[src/hdl/ppe_pkg.sv]
`default_nettype none
package ppe_pkg;

  localparam int POOL_SIZE_DEFAULT = 64;

  localparam int SLOT_W  = 6;
  localparam int POS_W   = 24;
  localparam int LIFE_W  = 16;
  localparam int DT_W    = 12;
  localparam int SHADE_W = 9;
  localparam int ALPHA_W = 13;
  localparam int STEP_W  = 7;
  localparam int JIT_W   = 13;
  localparam int MUL_W   = 24;
  localparam int PROD_W  = 2 * MUL_W;
  localparam int SUM_W   = POS_W + 3;

  localparam logic [LIFE_W-1:0]         LIFE_SPAN_RESET = 16'd3277;
  localparam logic [ALPHA_W-1:0]        ALPHA_ONE       = 13'd4096;
  // ceil(2^27 / 10): exact floor division by ten for operands below 2^26
  localparam logic [MUL_W-1:0]          RECIP_TEN       = 24'd13421773;
  localparam int                        RECIP_SHIFT     = 27;
  localparam int                        TICK_SHIFT      = 12;
  localparam logic [PROD_W-1:0]         TICK_HALF       = 48'd2048;
  localparam logic [MUL_W-1:0]          ROUND_FIVE      = 24'd5;
  localparam logic signed [POS_W-1:0]   POS_MAX         = 24'sh7FFFFF;
  localparam logic signed [POS_W-1:0]   POS_MIN         = 24'sh800000;

  typedef enum logic [1:0] {
    OP_SPAWN = 2'd0,
    OP_TICK  = 2'd1,
    OP_DUMP  = 2'd2
  } ppe_op_e;

  typedef enum logic [3:0] {
    ST_IDLE,
    ST_SRCH,
    ST_SP_MX,
    ST_SP_MY,
    ST_SP_WR,
    ST_TK_RD,
    ST_TK_MX,
    ST_TK_MY,
    ST_TK_WR,
    ST_DP_RD,
    ST_DP_LD
  } ppe_state_e;

  typedef struct packed {
    logic [1:0]              op;
    logic [DT_W-1:0]         dt;
    logic signed [POS_W-1:0] obj_x;
    logic signed [POS_W-1:0] obj_y;
    logic signed [POS_W-1:0] obj_vx;
    logic signed [POS_W-1:0] obj_vy;
    logic signed [POS_W-1:0] offset_x;
    logic signed [POS_W-1:0] offset_y;
    logic [STEP_W-1:0]       jitter_step;
    logic [STEP_W-1:0]       shade_step;
  } ppe_in_t;

  typedef struct packed {
    logic [SLOT_W-1:0]       slot;
    logic signed [POS_W-1:0] pos_x;
    logic signed [POS_W-1:0] pos_y;
    logic [SHADE_W-1:0]      shade;
    logic [ALPHA_W-1:0]      alpha;
    logic                    last;
  } ppe_out_t;

  // One pool slot as stored in the particle memory
  typedef struct packed {
    logic signed [POS_W-1:0] pos_x;
    logic signed [POS_W-1:0] pos_y;
    logic signed [POS_W-1:0] vel_x;
    logic signed [POS_W-1:0] vel_y;
    logic [SHADE_W-1:0]      shade;
    logic [ALPHA_W-1:0]      alpha;
    logic [LIFE_W-1:0]       life;
  } ppe_row_t;

  // Request to the shared multiply and saturating add unit
  typedef struct packed {
    logic                      mul_en;
    logic [MUL_W-1:0]          mul_a;
    logic [MUL_W-1:0]          mul_b;
    logic signed [POS_W-1:0]   add_a;
    logic signed [POS_W:0]     add_b;
    logic signed [JIT_W-1:0]   add_c;
  } ppe_alu_req_t;

  typedef logic signed [JIT_W-1:0] jit_tab_t [2**STEP_W];
  typedef logic [SHADE_W-1:0]      shade_tab_t [2**STEP_W];

  // round((step - 50) * 256 / 10), ties away from zero
  function automatic jit_tab_t build_jitter_table();
    jit_tab_t tab;
    int       n;
    for (int i = 0; i < 2**STEP_W; i++) begin
      n = (i - 50) * 256;
      if (n >= 0) begin
        tab[i] = JIT_W'((n + 5) / 10);
      end else begin
        tab[i] = JIT_W'(-((5 - n) / 10));
      end
    end
    return tab;
  endfunction

  // 128 + round(step * 256 / 100)
  function automatic shade_tab_t build_shade_table();
    shade_tab_t tab;
    for (int i = 0; i < 2**STEP_W; i++) begin
      tab[i] = SHADE_W'(128 + (i * 256 + 50) / 100);
    end
    return tab;
  endfunction

  localparam jit_tab_t   JITTER_TABLE = build_jitter_table();
  localparam shade_tab_t SHADE_TABLE  = build_shade_table();

  function automatic logic [MUL_W-1:0] mag24(logic signed [POS_W-1:0] v);
    logic signed [POS_W-1:0] neg;
    neg = -v;
    return v[POS_W-1] ? unsigned'(neg) : unsigned'(v);
  endfunction

endpackage
`default_nettype wire

[src/hdl/ppe_alu.sv]
`default_nettype none
module ppe_alu (
  input  wire logic                  clk_i,
  input  wire ppe_pkg::ppe_alu_req_t req_i,
  output logic [ppe_pkg::PROD_W-1:0] prod_o,
  output logic signed [ppe_pkg::POS_W-1:0] sum_o
);
  import ppe_pkg::*;

  logic [PROD_W-1:0]      prod_q;
  logic signed [SUM_W-1:0] wide;

  // Register the product for use in the next step
  always_ff @(posedge clk_i) begin
    if (req_i.mul_en) begin
      prod_q <= PROD_W'(req_i.mul_a) * PROD_W'(req_i.mul_b);
    end
  end

  // Three-operand add, saturated to the position range
  always_comb begin
    wide = SUM_W'(req_i.add_a) + SUM_W'(req_i.add_b) + SUM_W'(req_i.add_c);
    if (wide > SUM_W'(POS_MAX)) begin
      sum_o = POS_MAX;
    end else if (wide < SUM_W'(POS_MIN)) begin
      sum_o = POS_MIN;
    end else begin
      sum_o = wide[POS_W-1:0];
    end
  end

  assign prod_o = prod_q;

endmodule
`default_nettype wire

[config.mk]
export PLATFORM = sky130hd
export DESIGN_NAME = ppe_alu
export DESIGN_NICKNAME = d
export VERILOG_FILES = /design/src/hdl/ppe_pkg.sv /design/src/hdl/ppe_alu.sv
export SDC_FILE = /design/constraint.sdc
export NUM_CORES = 2
export LEC_CHECK = 0
export ABC_AREA = 1
export ABC_CLOCK_PERIOD_IN_PS = 11900
export BUFFER_PORTS_ARGS = -buffer_cell sky130_fd_sc_hd__buf_2
export CORE_MARGIN = 5
export CORE_UTILIZATION = 41
export CTS_BUF_LIST = sky130_fd_sc_hd__clkbuf_8
export CTS_CLUSTER_SIZE = 8
export DETAILED_ROUTE_END_ITERATION = 10
export GPL_ROUTABILITY_DRIVEN = 0
export PLACE_DENSITY = 0.69
export SETUP_SLACK_MARGIN = 0.4
export SLEW_MARGIN = 20
export SYNTH_ARGS = -nofsm -noshare
export SYNTH_HDL_FRONTEND = slang
export SYNTH_SLANG_ARGS = --single-unit
[constraint.sdc]
create_clock -name clk_i -period 11.9 [get_ports clk_i]
set_clock_uncertainty 0.15 [all_clocks]
set_input_delay 1.19 -clock clk_i [delete_from_list [all_inputs] [get_ports clk_i]]
set_output_delay 1.19 -clock clk_i [all_outputs]
set_load 0.02 [all_outputs]
==> results.md <==
- Port buffer count: 183
- DP Cell Count: 3990
- DR WL/cell: approximately 16 um
- Final Hold Fails: 0
- Layout cell share with drive strength beyond 1: 6.25%
- Starting DRT DRC Count: 1381
- Fin. max-slew vios: 0
- Fmax: 133 MHz
- Vias per cell: about 4.9
- Tmin final: approximately 7.5 ns
- Crit path cell chain: buf_2, nand2_1, fa_1, inv_1, fa_1, inv_1, fa_1, fa_1, inv_1, fa_1, fa_1, inv_1, fa_1, inv_1, ha_1, a21oi_1, o21ai_0, a21oi_1, inv_1, a21oi_1, o21bai_1, xor2_1
- Max reg flops: 48
- HPWL after DPL: 53300 um
- Post-Syn Instances: 3140
- Residual DRC: 0
- GRT Total Usage: about a fifth
- Slew HR: 51.4%
- Top cell type's share of synthesized area: a little over two fifths
- CP Launch Type: input pin
- Rows: 88
- Clk buf depth: 2
- Final setup vio count: 0
- Most common cell after layout, fill and taps aside: inv_1
- Worst EP required: roughly 12 ns
- Setup_tns: 0 ns
- Simple-Gate Fraction of Synth Area: 17.9%
- Top cells by area, synth: fa_1, inv_1, nand2_1, ha_1, edfxtp_1
- Slowest cell on crit path: fa_1
- CP Capture Type: flop
- Fin crit share: around 63%
- Hold_buf cts: 0
- Cell mode on critical path: fa_1
- Post-Syn Area per Cell: 7.58 um2
- Nets@finish: between 4000 and 5000
- Commonest cells after routing, fill and taps aside: inv_1, nand2_1, fa_1
- Max incr delay on CP: 0.59 ns
- Worst-path maximum fanout: 24
- Worst Hold Path EP: prod_o[0]
- Vias in the first global route: between 20000 and 25000
- Post-synth EDFFs: 48
- Core area: about 58000 um2
- Post-Synthesis Cell Area: 23800 um2
- Worst Tran Pin Value: 0.729 ns
- CTS tree: done
- Antenna violations before repair: 6
- Worst endpoint data arrival time: roughly 7.5 ns
- Async SR Flop Fraction: 0%
- Hold wc startpoint: req_i[62]
- Clock root cell: clkbuf_8
- CP top delay family: adder cells
- Crit path kind: in2reg
- Maxcap violations: 0
- Largest net degree at the start of global routing: between 40 and 50
- Post-CTS setup buffers: 0
- Initial core utilization: 41.3%
- Drt first pass iters: 6
- Final Core Density: 44.1%
- Post_cts resized: 0
- Die area: 62900 um2
- Reg clk slew, reported paths: around 0.11 ns
- Status: complete, no violations
- Ys Warns: 0
- Crit path buffers/inverters: 7
- Chip height: ~250 um
- Primary FF master, synth: edfxtp_1
- IO Pins: about 180
- Routed Antenna Nets: 0
- Drt total wl: 65900 um
- First-pass GRT wire length: between 100000 and 150000 um
- Die W: 251 um
- CTS buffer count: 5
- Cell accounting for the most synthesized area: fa_1
- Max H-tree Level: 2
- Synth Area in Adders: 53.2%
- Hold Path Depth: 3
- Unrepaired setup endpoints after global routing: false
- Compound-Gate Fraction of Synth Area: 3.50%
- Net Count, Synth: about 4000
- Area grow syn2layout: 6.72%
- Fill cells: slightly below 6000
- Clock sink count: 48
- Mux cell area share after synthesis: 0%
- HP Class: in2reg
- Register area share after synthesis: 6.06%
- Via count: 19500
- Post-synthesis xor/xnor area fraction: between 2 and 2.5%
- Grt ovf: 0
- #FFs+latches synth: 48
- Synth cell types: 31
- Post-Layout Cell Count: 4001
- Main combinational cell family by area after synthesis: adder cells
[Yosys cell counts (all sizes together), types with 9 or more instances]
cell    number
a21oi       79
clkbuf      96
edfxtp      48
fa         508
ha         199
inv        983
nand2      891
nand3       50
nand4       13
nor2       125
nor3         9
o21ai       40
o21bai      14
xnor2       17
xor2        40
[tightest hold or removal path: cells and delay by family]
kind	cells	cell delay (ns)
buffers and inverters	2	0.33
AND/OR/NAND/NOR	1	0.12
[layout make-up]
type	instances	area (um2)	share of cell area, %
antenna	3	7.51	0.0296
clock buffer	5	68.8	0.271
tap	765	957	3.77
sequential	48	1440	5.68
clock inverter	3	38.8	0.153
multi-input combinational	2009	18300	71.9
inverter	983	3690	14.5
timing repair buffer	185	931	3.67
[cell families (layout without fill, tap and decap cells)]
family                     after synthesis  after routing
other                                    0              3
buffers and inverters                 1083           1176
adders and majority gates              707            707
and+or+nand+nor                       1094           1094
DFF                                     48             48
AOI/OAI and AO/OA                      151            151
xor gates and xnor gates                57             57
[metal layers]
layer	wire [um]	GRT usage (%)	up-vias	part of all wire [%]
met5	40	0	-	0.061
met1	25500	26.7	9487	39
met4	2800	8.09	6	4.2
li1	-	-	9052	-
met2	32900	36.6	764	50
met3	4720	2.96	165	7.2
[how the worst max path moves through the flow]
stage | from | endpoint | cells past startpoint
after floorplan | req_i[65] | prod_o[31] | 24
after global placement | req_i[99] | prod_o[31] | 24
after detailed placement | req_i[99] | prod_o[31] | 24
after CTS | req_i[99] | prod_o[31] | 24
after global routing | req_i[99] | prod_o[31] | 24
final | req_i[100] | prod_o[31] | 22
[metrics by stage]
| stage | worst slack [ns] | area (um2) | hold slack (ns) |
|---|---|---|---|
| after global placement | 4.09 | 25300 | 1.48 |
| after detailed placement | 4.06 | 25300 | 1.48 |
| after floorplan | 4.95 | 23800 | 1.15 |
| after CTS | 4.40 | 25400 | 1.31 |
| final | 4.36 | 25400 | 1.32 |
| after global routing | 4.02 | 25400 | 1.34 |
Power is not shown: default switching activity piles up to over one toggle a cycle in this logic, so the estimate is an artifact.
