### src/hdl/ppe_pkg.sv
`default_nettype none
package ppe_pkg;

  localparam int POOL_SIZE_DEFAULT = 64;

  localparam int SLOT_W  = 6;
  localparam int POS_W   = 24;
  localparam int LIFE_W  = 16;
  localparam int DT_W    = 12;
  localparam int SHADE_W = 9;
  localparam int ALPHA_W = 13;
  localparam int STEP_W  = 7;
  localparam int JIT_W   = 13;
  localparam int MUL_W   = 24;
  localparam int PROD_W  = 2 * MUL_W;
  localparam int SUM_W   = POS_W + 3;

  localparam logic [LIFE_W-1:0]         LIFE_SPAN_RESET = 16'd3277;
  localparam logic [ALPHA_W-1:0]        ALPHA_ONE       = 13'd4096;
  // ceil(2^27 / 10): exact floor division by ten for operands below 2^26
  localparam logic [MUL_W-1:0]          RECIP_TEN       = 24'd13421773;
  localparam int                        RECIP_SHIFT     = 27;
  localparam int                        TICK_SHIFT      = 12;
  localparam logic [PROD_W-1:0]         TICK_HALF       = 48'd2048;
  localparam logic [MUL_W-1:0]          ROUND_FIVE      = 24'd5;
  localparam logic signed [POS_W-1:0]   POS_MAX         = 24'sh7FFFFF;
  localparam logic signed [POS_W-1:0]   POS_MIN         = 24'sh800000;

  typedef enum logic [1:0] {
    OP_SPAWN = 2'd0,
    OP_TICK  = 2'd1,
    OP_DUMP  = 2'd2
  } ppe_op_e;

  typedef enum logic [3:0] {
    ST_IDLE,
    ST_SRCH,
    ST_SP_MX,
    ST_SP_MY,
    ST_SP_WR,
    ST_TK_RD,
    ST_TK_MX,
    ST_TK_MY,
    ST_TK_WR,
    ST_DP_RD,
    ST_DP_LD
  } ppe_state_e;

  typedef struct packed {
    logic [1:0]              op;
    logic [DT_W-1:0]         dt;
    logic signed [POS_W-1:0] obj_x;
    logic signed [POS_W-1:0] obj_y;
    logic signed [POS_W-1:0] obj_vx;
    logic signed [POS_W-1:0] obj_vy;
    logic signed [POS_W-1:0] offset_x;
    logic signed [POS_W-1:0] offset_y;
    logic [STEP_W-1:0]       jitter_step;
    logic [STEP_W-1:0]       shade_step;
  } ppe_in_t;

  typedef struct packed {
    logic [SLOT_W-1:0]       slot;
    logic signed [POS_W-1:0] pos_x;
    logic signed [POS_W-1:0] pos_y;
    logic [SHADE_W-1:0]      shade;
    logic [ALPHA_W-1:0]      alpha;
    logic                    last;
  } ppe_out_t;

  // One pool slot as stored in the particle memory
  typedef struct packed {
    logic signed [POS_W-1:0] pos_x;
    logic signed [POS_W-1:0] pos_y;
    logic signed [POS_W-1:0] vel_x;
    logic signed [POS_W-1:0] vel_y;
    logic [SHADE_W-1:0]      shade;
    logic [ALPHA_W-1:0]      alpha;
    logic [LIFE_W-1:0]       life;
  } ppe_row_t;

  // Request to the shared multiply and saturating add unit
  typedef struct packed {
    logic                      mul_en;
    logic [MUL_W-1:0]          mul_a;
    logic [MUL_W-1:0]          mul_b;
    logic signed [POS_W-1:0]   add_a;
    logic signed [POS_W:0]     add_b;
    logic signed [JIT_W-1:0]   add_c;
  } ppe_alu_req_t;

  typedef logic signed [JIT_W-1:0] jit_tab_t [2**STEP_W];
  typedef logic [SHADE_W-1:0]      shade_tab_t [2**STEP_W];

  // round((step - 50) * 256 / 10), ties away from zero
  function automatic jit_tab_t build_jitter_table();
    jit_tab_t tab;
    int       n;
    for (int i = 0; i < 2**STEP_W; i++) begin
      n = (i - 50) * 256;
      if (n >= 0) begin
        tab[i] = JIT_W'((n + 5) / 10);
      end else begin
        tab[i] = JIT_W'(-((5 - n) / 10));
      end
    end
    return tab;
  endfunction

  // 128 + round(step * 256 / 100)
  function automatic shade_tab_t build_shade_table();
    shade_tab_t tab;
    for (int i = 0; i < 2**STEP_W; i++) begin
      tab[i] = SHADE_W'(128 + (i * 256 + 50) / 100);
    end
    return tab;
  endfunction

  localparam jit_tab_t   JITTER_TABLE = build_jitter_table();
  localparam shade_tab_t SHADE_TABLE  = build_shade_table();

  function automatic logic [MUL_W-1:0] mag24(logic signed [POS_W-1:0] v);
    logic signed [POS_W-1:0] neg;
    neg = -v;
    return v[POS_W-1] ? unsigned'(neg) : unsigned'(v);
  endfunction

endpackage
`default_nettype wire

### src/hdl/ppe_seq.sv
`default_nettype none
module ppe_seq #(
  parameter int POOL_SIZE = ppe_pkg::POOL_SIZE_DEFAULT,
  parameter int IDX_W     = $clog2(POOL_SIZE)
) (
  input  wire logic                        clk_i,
  input  wire logic                        rst_ni,
  input  wire logic                        in_valid_i,
  output logic                             in_ready_o,
  input  wire ppe_pkg::ppe_in_t            in_data_i,
  output logic                             out_valid_o,
  input  wire logic                        out_ready_i,
  output ppe_pkg::ppe_out_t                out_data_o,
  input  wire logic [ppe_pkg::LIFE_W-1:0]  life_span_i,
  output logic                             mem_rd_en_o,
  output logic                             mem_wr_en_o,
  output logic [IDX_W-1:0]                 mem_addr_o,
  output ppe_pkg::ppe_row_t                mem_wr_row_o,
  input  wire ppe_pkg::ppe_row_t           mem_rd_row_i,
  output ppe_pkg::ppe_alu_req_t            alu_req_o,
  input  wire logic [ppe_pkg::PROD_W-1:0]  alu_prod_i,
  input  wire logic signed [ppe_pkg::POS_W-1:0] alu_sum_i
);
  import ppe_pkg::*;

  ppe_state_e              state_q, state_d;
  logic [IDX_W-1:0]        idx_q, idx_d;
  logic [IDX_W-1:0]        cnt_q, cnt_d;
  logic [IDX_W-1:0]        ptr_q, ptr_d;
  logic [POOL_SIZE-1:0]    alive_q, alive_d;
  ppe_in_t                 item_q, item_d;
  logic signed [POS_W-1:0] nx_q, nx_d;
  logic signed [POS_W-1:0] vx_q, vx_d;
  logic [LIFE_W-1:0]       life_q, life_d;
  ppe_out_t                out_q, out_d;
  logic                    out_valid_q, out_valid_d;

  logic                    idx_last;
  logic [IDX_W-1:0]        idx_next;
  logic                    cur_alive;
  logic                    search_done;
  logic                    out_free;
  logic [POOL_SIZE-1:0]    higher;
  logic                    dump_last;
  logic [LIFE_W-1:0]       life_dec;
  logic [14:0]             fade_sum;
  logic [13:0]             fade;
  logic [ALPHA_W-1:0]      alpha_new;
  logic [PROD_W-1:0]       tick_sum;
  logic [POS_W-1:0]        tick_q;
  logic signed [POS_W:0]   tick_pos;
  logic                    tick_neg;
  logic signed [POS_W:0]   tick_step;
  logic signed [POS_W-1:0] spawn_mag;
  logic                    spawn_neg;
  logic signed [POS_W-1:0] spawn_vel;
  logic signed [JIT_W-1:0] jit;

  // Slot walk helpers
  assign idx_last    = (idx_q == IDX_W'(POOL_SIZE - 1));
  assign idx_next    = idx_last ? '0 : idx_q + 1'b1;
  assign cur_alive   = alive_q[idx_q];
  assign search_done = (cnt_q == IDX_W'(POOL_SIZE - 1));
  assign out_free    = !out_valid_q || out_ready_i;

  // Live slots beyond the current one decide the final dump item
  always_comb begin
    for (int i = 0; i < POOL_SIZE; i++) begin
      higher[i] = alive_q[i] && (IDX_W'(i) > idx_q);
    end
  end
  assign dump_last = ~|higher;

  // Ageing and fading of the slot just read
  assign life_dec  = (mem_rd_row_i.life > LIFE_W'(item_q.dt)) ?
                     mem_rd_row_i.life - LIFE_W'(item_q.dt) : '0;
  assign fade_sum  = {1'b0, item_q.dt, 2'b00} + 15'(item_q.dt) + 15'd1;
  assign fade      = fade_sum[14:1];
  assign alpha_new = (14'(mem_rd_row_i.alpha) > fade) ?
                     mem_rd_row_i.alpha - fade[ALPHA_W-1:0] : '0;

  // Rounded velocity times dt, applied against the velocity sign
  assign tick_sum  = alu_prod_i + TICK_HALF;
  assign tick_q    = tick_sum[TICK_SHIFT +: POS_W];
  assign tick_pos  = signed'({1'b0, tick_q});
  assign tick_neg  = (state_q == ST_TK_WR) ? mem_rd_row_i.vel_y[POS_W-1] :
                                             mem_rd_row_i.vel_x[POS_W-1];
  assign tick_step = tick_neg ? tick_pos : -tick_pos;

  // Spawn velocity: rounded tenth of the object velocity
  assign spawn_mag = signed'(POS_W'(alu_prod_i[PROD_W-1:RECIP_SHIFT]));
  assign spawn_neg = (state_q == ST_SP_WR) ? item_q.obj_vy[POS_W-1] :
                                             item_q.obj_vx[POS_W-1];
  assign spawn_vel = spawn_neg ? -spawn_mag : spawn_mag;

  assign jit = JITTER_TABLE[item_q.jitter_step];

  // Next state
  always_comb begin
    state_d = state_q;
    unique case (state_q)
      ST_IDLE: begin
        if (in_valid_i) begin
          case (in_data_i.op)
            OP_SPAWN: state_d = ST_SRCH;
            OP_TICK:  state_d = ST_TK_RD;
            OP_DUMP:  state_d = ST_DP_RD;
            default:  state_d = ST_IDLE;
          endcase
        end
      end
      ST_SRCH: begin
        if (!cur_alive || search_done) begin
          state_d = ST_SP_MX;
        end
      end
      ST_SP_MX: state_d = ST_SP_MY;
      ST_SP_MY: state_d = ST_SP_WR;
      ST_SP_WR: state_d = ST_IDLE;
      ST_TK_RD: begin
        if (cur_alive) begin
          state_d = ST_TK_MX;
        end else if (idx_last) begin
          state_d = ST_IDLE;
        end
      end
      ST_TK_MX: begin
        if (life_dec != '0) begin
          state_d = ST_TK_MY;
        end else begin
          state_d = idx_last ? ST_IDLE : ST_TK_RD;
        end
      end
      ST_TK_MY: state_d = ST_TK_WR;
      ST_TK_WR: state_d = idx_last ? ST_IDLE : ST_TK_RD;
      ST_DP_RD: begin
        if (cur_alive) begin
          state_d = ST_DP_LD;
        end else if (idx_last) begin
          state_d = ST_IDLE;
        end
      end
      ST_DP_LD: begin
        if (out_free) begin
          state_d = (idx_last || dump_last) ? ST_IDLE : ST_DP_RD;
        end
      end
      default: state_d = ST_IDLE;
    endcase
  end

  // Datapath and bookkeeping registers
  always_comb begin
    idx_d       = idx_q;
    cnt_d       = cnt_q;
    ptr_d       = ptr_q;
    alive_d     = alive_q;
    item_d      = item_q;
    nx_d        = nx_q;
    vx_d        = vx_q;
    life_d      = life_q;
    out_d       = out_q;
    out_valid_d = out_valid_q && !out_ready_i;
    unique case (state_q)
      ST_IDLE: begin
        if (in_valid_i) begin
          item_d = in_data_i;
          idx_d  = (in_data_i.op == OP_SPAWN) ? ptr_q : '0;
          cnt_d  = '0;
        end
      end
      ST_SRCH: begin
        if (!cur_alive) begin
          ptr_d = idx_q;
        end else if (search_done) begin
          // Full pool: fall back to slot zero
          idx_d = '0;
          ptr_d = '0;
        end else begin
          idx_d = idx_next;
          cnt_d = cnt_q + 1'b1;
        end
      end
      ST_SP_MX: nx_d = alu_sum_i;
      ST_SP_MY: vx_d = spawn_vel;
      ST_SP_WR: alive_d[idx_q] = (life_span_i != '0);
      ST_TK_RD, ST_DP_RD: begin
        if (!cur_alive && !idx_last) begin
          idx_d = idx_next;
        end
      end
      ST_TK_MX: begin
        life_d = life_dec;
        if (life_dec == '0) begin
          alive_d[idx_q] = 1'b0;
          if (!idx_last) begin
            idx_d = idx_next;
          end
        end
      end
      ST_TK_MY: nx_d = alu_sum_i;
      ST_TK_WR: begin
        if (!idx_last) begin
          idx_d = idx_next;
        end
      end
      ST_DP_LD: begin
        if (out_free) begin
          out_d.slot  = SLOT_W'(idx_q);
          out_d.pos_x = mem_rd_row_i.pos_x;
          out_d.pos_y = mem_rd_row_i.pos_y;
          out_d.shade = mem_rd_row_i.shade;
          out_d.alpha = mem_rd_row_i.alpha;
          out_d.last  = dump_last;
          out_valid_d = 1'b1;
          if (!idx_last && !dump_last) begin
            idx_d = idx_next;
          end
        end
      end
      default: ;
    endcase
  end

  // Memory and shared unit requests
  always_comb begin
    in_ready_o        = 1'b0;
    mem_rd_en_o       = 1'b0;
    mem_wr_en_o       = 1'b0;
    mem_wr_row_o      = mem_rd_row_i;
    alu_req_o         = '0;
    unique case (state_q)
      ST_IDLE: in_ready_o = 1'b1;
      ST_TK_RD, ST_DP_RD: mem_rd_en_o = cur_alive;
      ST_SP_MX: begin
        alu_req_o.mul_en = 1'b1;
        alu_req_o.mul_a  = mag24(item_q.obj_vx) + ROUND_FIVE;
        alu_req_o.mul_b  = RECIP_TEN;
        alu_req_o.add_a  = item_q.obj_x;
        alu_req_o.add_b  = (POS_W + 1)'(item_q.offset_x);
        alu_req_o.add_c  = jit;
      end
      ST_SP_MY: begin
        alu_req_o.mul_en = 1'b1;
        alu_req_o.mul_a  = mag24(item_q.obj_vy) + ROUND_FIVE;
        alu_req_o.mul_b  = RECIP_TEN;
      end
      ST_SP_WR: begin
        alu_req_o.add_a    = item_q.obj_y;
        alu_req_o.add_b    = (POS_W + 1)'(item_q.offset_y);
        alu_req_o.add_c    = jit;
        mem_wr_en_o        = 1'b1;
        mem_wr_row_o.pos_x = nx_q;
        mem_wr_row_o.pos_y = alu_sum_i;
        mem_wr_row_o.vel_x = vx_q;
        mem_wr_row_o.vel_y = spawn_vel;
        mem_wr_row_o.shade = SHADE_TABLE[item_q.shade_step];
        mem_wr_row_o.alpha = ALPHA_ONE;
        mem_wr_row_o.life  = life_span_i;
      end
      ST_TK_MX: begin
        alu_req_o.mul_en = 1'b1;
        alu_req_o.mul_a  = mag24(mem_rd_row_i.vel_x);
        alu_req_o.mul_b  = MUL_W'(item_q.dt);
      end
      ST_TK_MY: begin
        alu_req_o.mul_en = 1'b1;
        alu_req_o.mul_a  = mag24(mem_rd_row_i.vel_y);
        alu_req_o.mul_b  = MUL_W'(item_q.dt);
        alu_req_o.add_a  = mem_rd_row_i.pos_x;
        alu_req_o.add_b  = tick_step;
      end
      ST_TK_WR: begin
        alu_req_o.add_a    = mem_rd_row_i.pos_y;
        alu_req_o.add_b    = tick_step;
        mem_wr_en_o        = 1'b1;
        mem_wr_row_o.pos_x = nx_q;
        mem_wr_row_o.pos_y = alu_sum_i;
        mem_wr_row_o.alpha = alpha_new;
        mem_wr_row_o.life  = life_q;
      end
      default: ;
    endcase
  end

  assign mem_addr_o  = idx_q;
  assign out_valid_o = out_valid_q;
  assign out_data_o  = out_q;

  // Control state
  always_ff @(posedge clk_i or negedge rst_ni) begin
    if (!rst_ni) begin
      state_q     <= ST_IDLE;
      idx_q       <= '0;
      cnt_q       <= '0;
      ptr_q       <= '0;
      alive_q     <= '0;
      out_valid_q <= 1'b0;
    end else begin
      state_q     <= state_d;
      idx_q       <= idx_d;
      cnt_q       <= cnt_d;
      ptr_q       <= ptr_d;
      alive_q     <= alive_d;
      out_valid_q <= out_valid_d;
    end
  end

  // Payload registers
  always_ff @(posedge clk_i) begin
    item_q <= item_d;
    nx_q   <= nx_d;
    vx_q   <= vx_d;
    life_q <= life_d;
    out_q  <= out_d;
  end

endmodule
`default_nettype wire

### config.mk
export PLATFORM = sky130hd
export DESIGN_NAME = ppe_seq
export DESIGN_NICKNAME = d
export VERILOG_FILES = /design/src/hdl/ppe_pkg.sv /design/src/hdl/ppe_seq.sv
export SDC_FILE = /design/constraint.sdc
export NUM_CORES = 1
export LEC_CHECK = 0
export BUFFER_PORTS_ARGS = -buffer_cell sky130_fd_sc_hd__buf_2
export CORE_AREA = 2 2 281 283
export DETAILED_ROUTE_END_ITERATION = 6
export DIE_AREA = 0 0 283 285
export GPL_ROUTABILITY_DRIVEN = 1
export MAX_ROUTING_LAYER = met4
export PLACE_DENSITY_LB_ADDON = 0.25
export SLEW_MARGIN = 20
export SYNTH_ARGS = -nofsm -noshare
export SYNTH_HDL_FRONTEND = slang
export SYNTH_SLANG_ARGS = --single-unit
### constraint.sdc
create_clock -name clk_i -period 8.5 [get_ports clk_i]
set_input_delay 0.85 -clock clk_i [delete_from_list [all_inputs] [get_ports clk_i]]
set_output_delay 0.85 -clock clk_i [all_outputs]
set_load 0.01 [all_outputs]
==> flow_metrics.env <==
export IMPL_antenna_left=0
export IMPL_die_w_um=283
export IMPL_dieArea_mm2=0.0807
export IMPL_hpwl_um=88400
export IMPL_grt_usage_pct=27.8
export IMPL_fmax_mhz=166
export IMPL_skew_ps=32.6
export IMPL_fin_tns_setup_ps=0
export IMPL_relSlewSlack_pct=27.5
export IMPL_ys_seq_elements=398
export IMPL_grt_pass1_wl_um=164000
export IMPL_cts_setup_buffers=0
export IMPL_num_vias=25465
export IMPL_status="complete, but fails checks"
export IMPL_postCtsHoldBufs=0
export IMPL_critPathArrivalTime_ps=5160
export IMPL_fp_dieH_um=285
export IMPL_post_synth_top_count_cell="nand2_1"
export IMPL_syn_to_final_growth_pct=22.9
export IMPL_drive_above_1_share_pct=27.1
export IMPL_setup_violations=0
export IMPL_power_density_mw_per_mm2=289
export IMPL_cts_root_buf="clkbuf_16"
export IMPL_drtIter0Drc=2539
export IMPL_netlist_area_mm2=0.0264
export IMPL_synth_area_leader_cell="edfxtp_1"
export IMPL_core_region_area_mm2=0.0780
export IMPL_n_fill_cell=7789
export IMPL_cts_tree="built"
export IMPL_hold_viol=0
export IMPL_peakVddDrop_mv=0.250
export IMPL_syn_avg_cell_area_um2=9.36
export IMPL_critPathLaunchType="flip-flop"
export IMPL_avgRoutedWirePerCell_um=25.1
export IMPL_hold_ws_ps=188
export IMPL_cts_buffer_depth=3
export IMPL_drt_pass1_iterations=7
export IMPL_grt_pass1_vias=23921
export IMPL_grt_max_degree=137
export IMPL_grt_ovfl_total=0
export IMPL_routed_wl_um=114000
export IMPL_clkLatencyLatePin_ps=610
export IMPL_cp_max_fo=50
export IMPL_p_leak_nw=13.3
export IMPL_ys_seq_area_share_pct=43.6
export IMPL_synth_cell_type_count=96
export IMPL_timing_final_crit_period_ps=6010
export IMPL_synth_edf_count=311
export IMPL_antenna_found_initial=32
export IMPL_slew_viol_final=0
export IMPL_ys_flop_type="edfxtp_1"
export IMPL_utilization_pct=41.6
export IMPL_tightest_slew_ps=1080
export IMPL_violations="design-rule violations"
export IMPL_rsz0062_at_grt="no"
export IMPL_syn_instance_count=2819
export IMPL_cts_buffers=47
export IMPL_postCtsResizedCells=0
export IMPL_clkSinkCount=398
export IMPL_drc=16
export IMPL_layout_nets=3894
export IMPL_synth_async_reset_ratio_pct=21.9
export IMPL_row_count=103
export IMPL_start_util_pct=33.9
export IMPL_ys_top_cells_by_count="nand2_1 (388), edfxtp_1 (311), nor2_1 (213)"
export IMPL_ys_warn_count=0
export IMPL_synthTopCellsByArea="edfxtp_1 (35%), dfrtp_1 (8.2%), nand2_1 (5.5%), o21ai_0 (3.7%), xor2_1 (3.5%)"
export IMPL_critPathKind="reg -> out"
export IMPL_endpoint_kind="output port"
export IMPL_num_io_pins=730
export IMPL_ctsHtreeMaxLevel=2
export IMPL_clkSlewWorstSetupHoldPaths_ps=60
export IMPL_hold_path_class="in -> async"
export IMPL_gp_congestion=0.969
export IMPL_portBuffers=712
export IMPL_via_per_inst=5.60
export IMPL_yosys_area_top_type_share_pct=35.4
export IMPL_crit_required_ps=7650
export IMPL_cap_violations=0
export IMPL_timing_final_crit_share_pct=70.7
[per-layer routing]
metal  wire [um]  up-vias  GRT usage (%)
li1            -    11757              -
met1       47000    12337           35.3
met2       53200     1187           44.1
met3       10200      184           6.66
met4        3480        0           7.86
met5           0        -              -
[final timing paths]
kind                                      endpoint  slack (ps)                    from  cells past startpoint
setup reg to reg           alive_q[19]$_DFFE_PN0P_        3790   item_q[158]$_DFFE_PP_                     12
hold reg to reg               ptr_q[0]$_DFFE_PN0P_         500    ptr_q[0]$_DFFE_PN0P_                      1
hold / removal              state_q[3]$_DFFE_PN0P_         190                  rst_ni                      1
min in group clk_i           item_q[143]$_DFFE_PP_         410          in_data_i[143]                      1
max in group asynchronous   state_q[0]$_DFFE_PN0P_        7140                  rst_ni                      2
setup / recovery                    alu_req_o[100]        2490  state_q[2]$_DFFE_PN0P_                     13
[through the flow]
step	total power (W)	instance area (um^2)	cells	setup slack (ps)
after detailed placement	0.00724	30800	4431	3130
after global placement	0.00723	30800	4431	3170
after CTS	0.00940	32400	4515	2430
final	0.00937	32400	4544	2490
after floorplan	0.00565	26400	2824	1430
after global routing	0.00990	32400	4536	2060
[worst max-delay path: stages, from the launching register on]
cell and delay, ps:
dfrtp_2 750, nor2_1 580, nand3_1 130, buf_4 270, inv_2 470, buf_4 440
nand2_1 80, o21ai_0 200, o211ai_1 290, nor2_1 490, nand4_1 180, xor2_1 170
o22ai_1 270, buf_2 200
[placed cells by master, fill, tap and decap left out, types with 20 or more instances in the layout]
cell type,count
dfrtp_1,85
xor2_1,104
clkbuf_16,48
a22oi_1,55
nor4_1,21
diode_2,29
a31oi_1,31
nand4_1,22
mux2i_1,38
nand3_1,54
inv_1,77
a21oi_1,157
nor2b_1,27
edfxtp_1,311
o31ai_1,70
nor3_1,67
mux2_2,61
xnor2_1,96
nor2_1,210
buf_2,711
o21ai_0,194
a211oi_1,27
buf_4,35
a222oi_1,26
a22o_1,20
nand2_1,387
o211ai_1,28
nand2b_1,21
ha_1,64
o21ai_1,61
[cell families (layout without fill, tap and decap cells)]
| kind of cell | after synthesis | after routing | share of synthesized area [%] |
|---|---|---|---|
| adder cells (fa/ha/maj) | 66 | 66 | 3.18 |
| multiplexers | 119 | 119 | 5.19 |
| buffers and inverters | 271 | 912 | 4.46 |
| AO/OA/AOI/OAI | 834 | 834 | 20.6 |
| other | 1 | 35 | 0.0142 |
| XOR/XNOR | 200 | 200 | 6.64 |
| AND/OR/NAND/NOR | 930 | 930 | 16.2 |
| flip-flops | 398 | 398 | 43.6 |
[cell type report]
type	count	area, um^2	area share [%]
Antenna cell	29	72.6	0.224
Clock buffer	59	1250	3.86
Clock inverter	25	353	1.09
Inverter	81	304	0.937
Multi-Input combinational cell	2155	13800	42.5
Sequential cell	398	11500	35.5
Tap cell	1050	1310	4.05
Timing Repair Buffer	747	3840	11.8
[state kept, by name, summed over array words and instances, names as in the netlist, 16 cells and up]
| register | flops |
|---|---|
| life_q | 16 |
| nx_q | 24 |
| out_data_o | 77 |
| item_q | 170 |
| vx_q | 24 |
| alive_q | 64 |
[power breakdown]
part,total [W],internal [W],leakage [nW],switching [W]
clock,0.00213,0.00124,0.770,0.000893
combinational,0.00446,0.00155,8.54,0.00291
sequential,0.00278,0.00252,4.02,0.000255
Power figures use the tool's default switching activity.
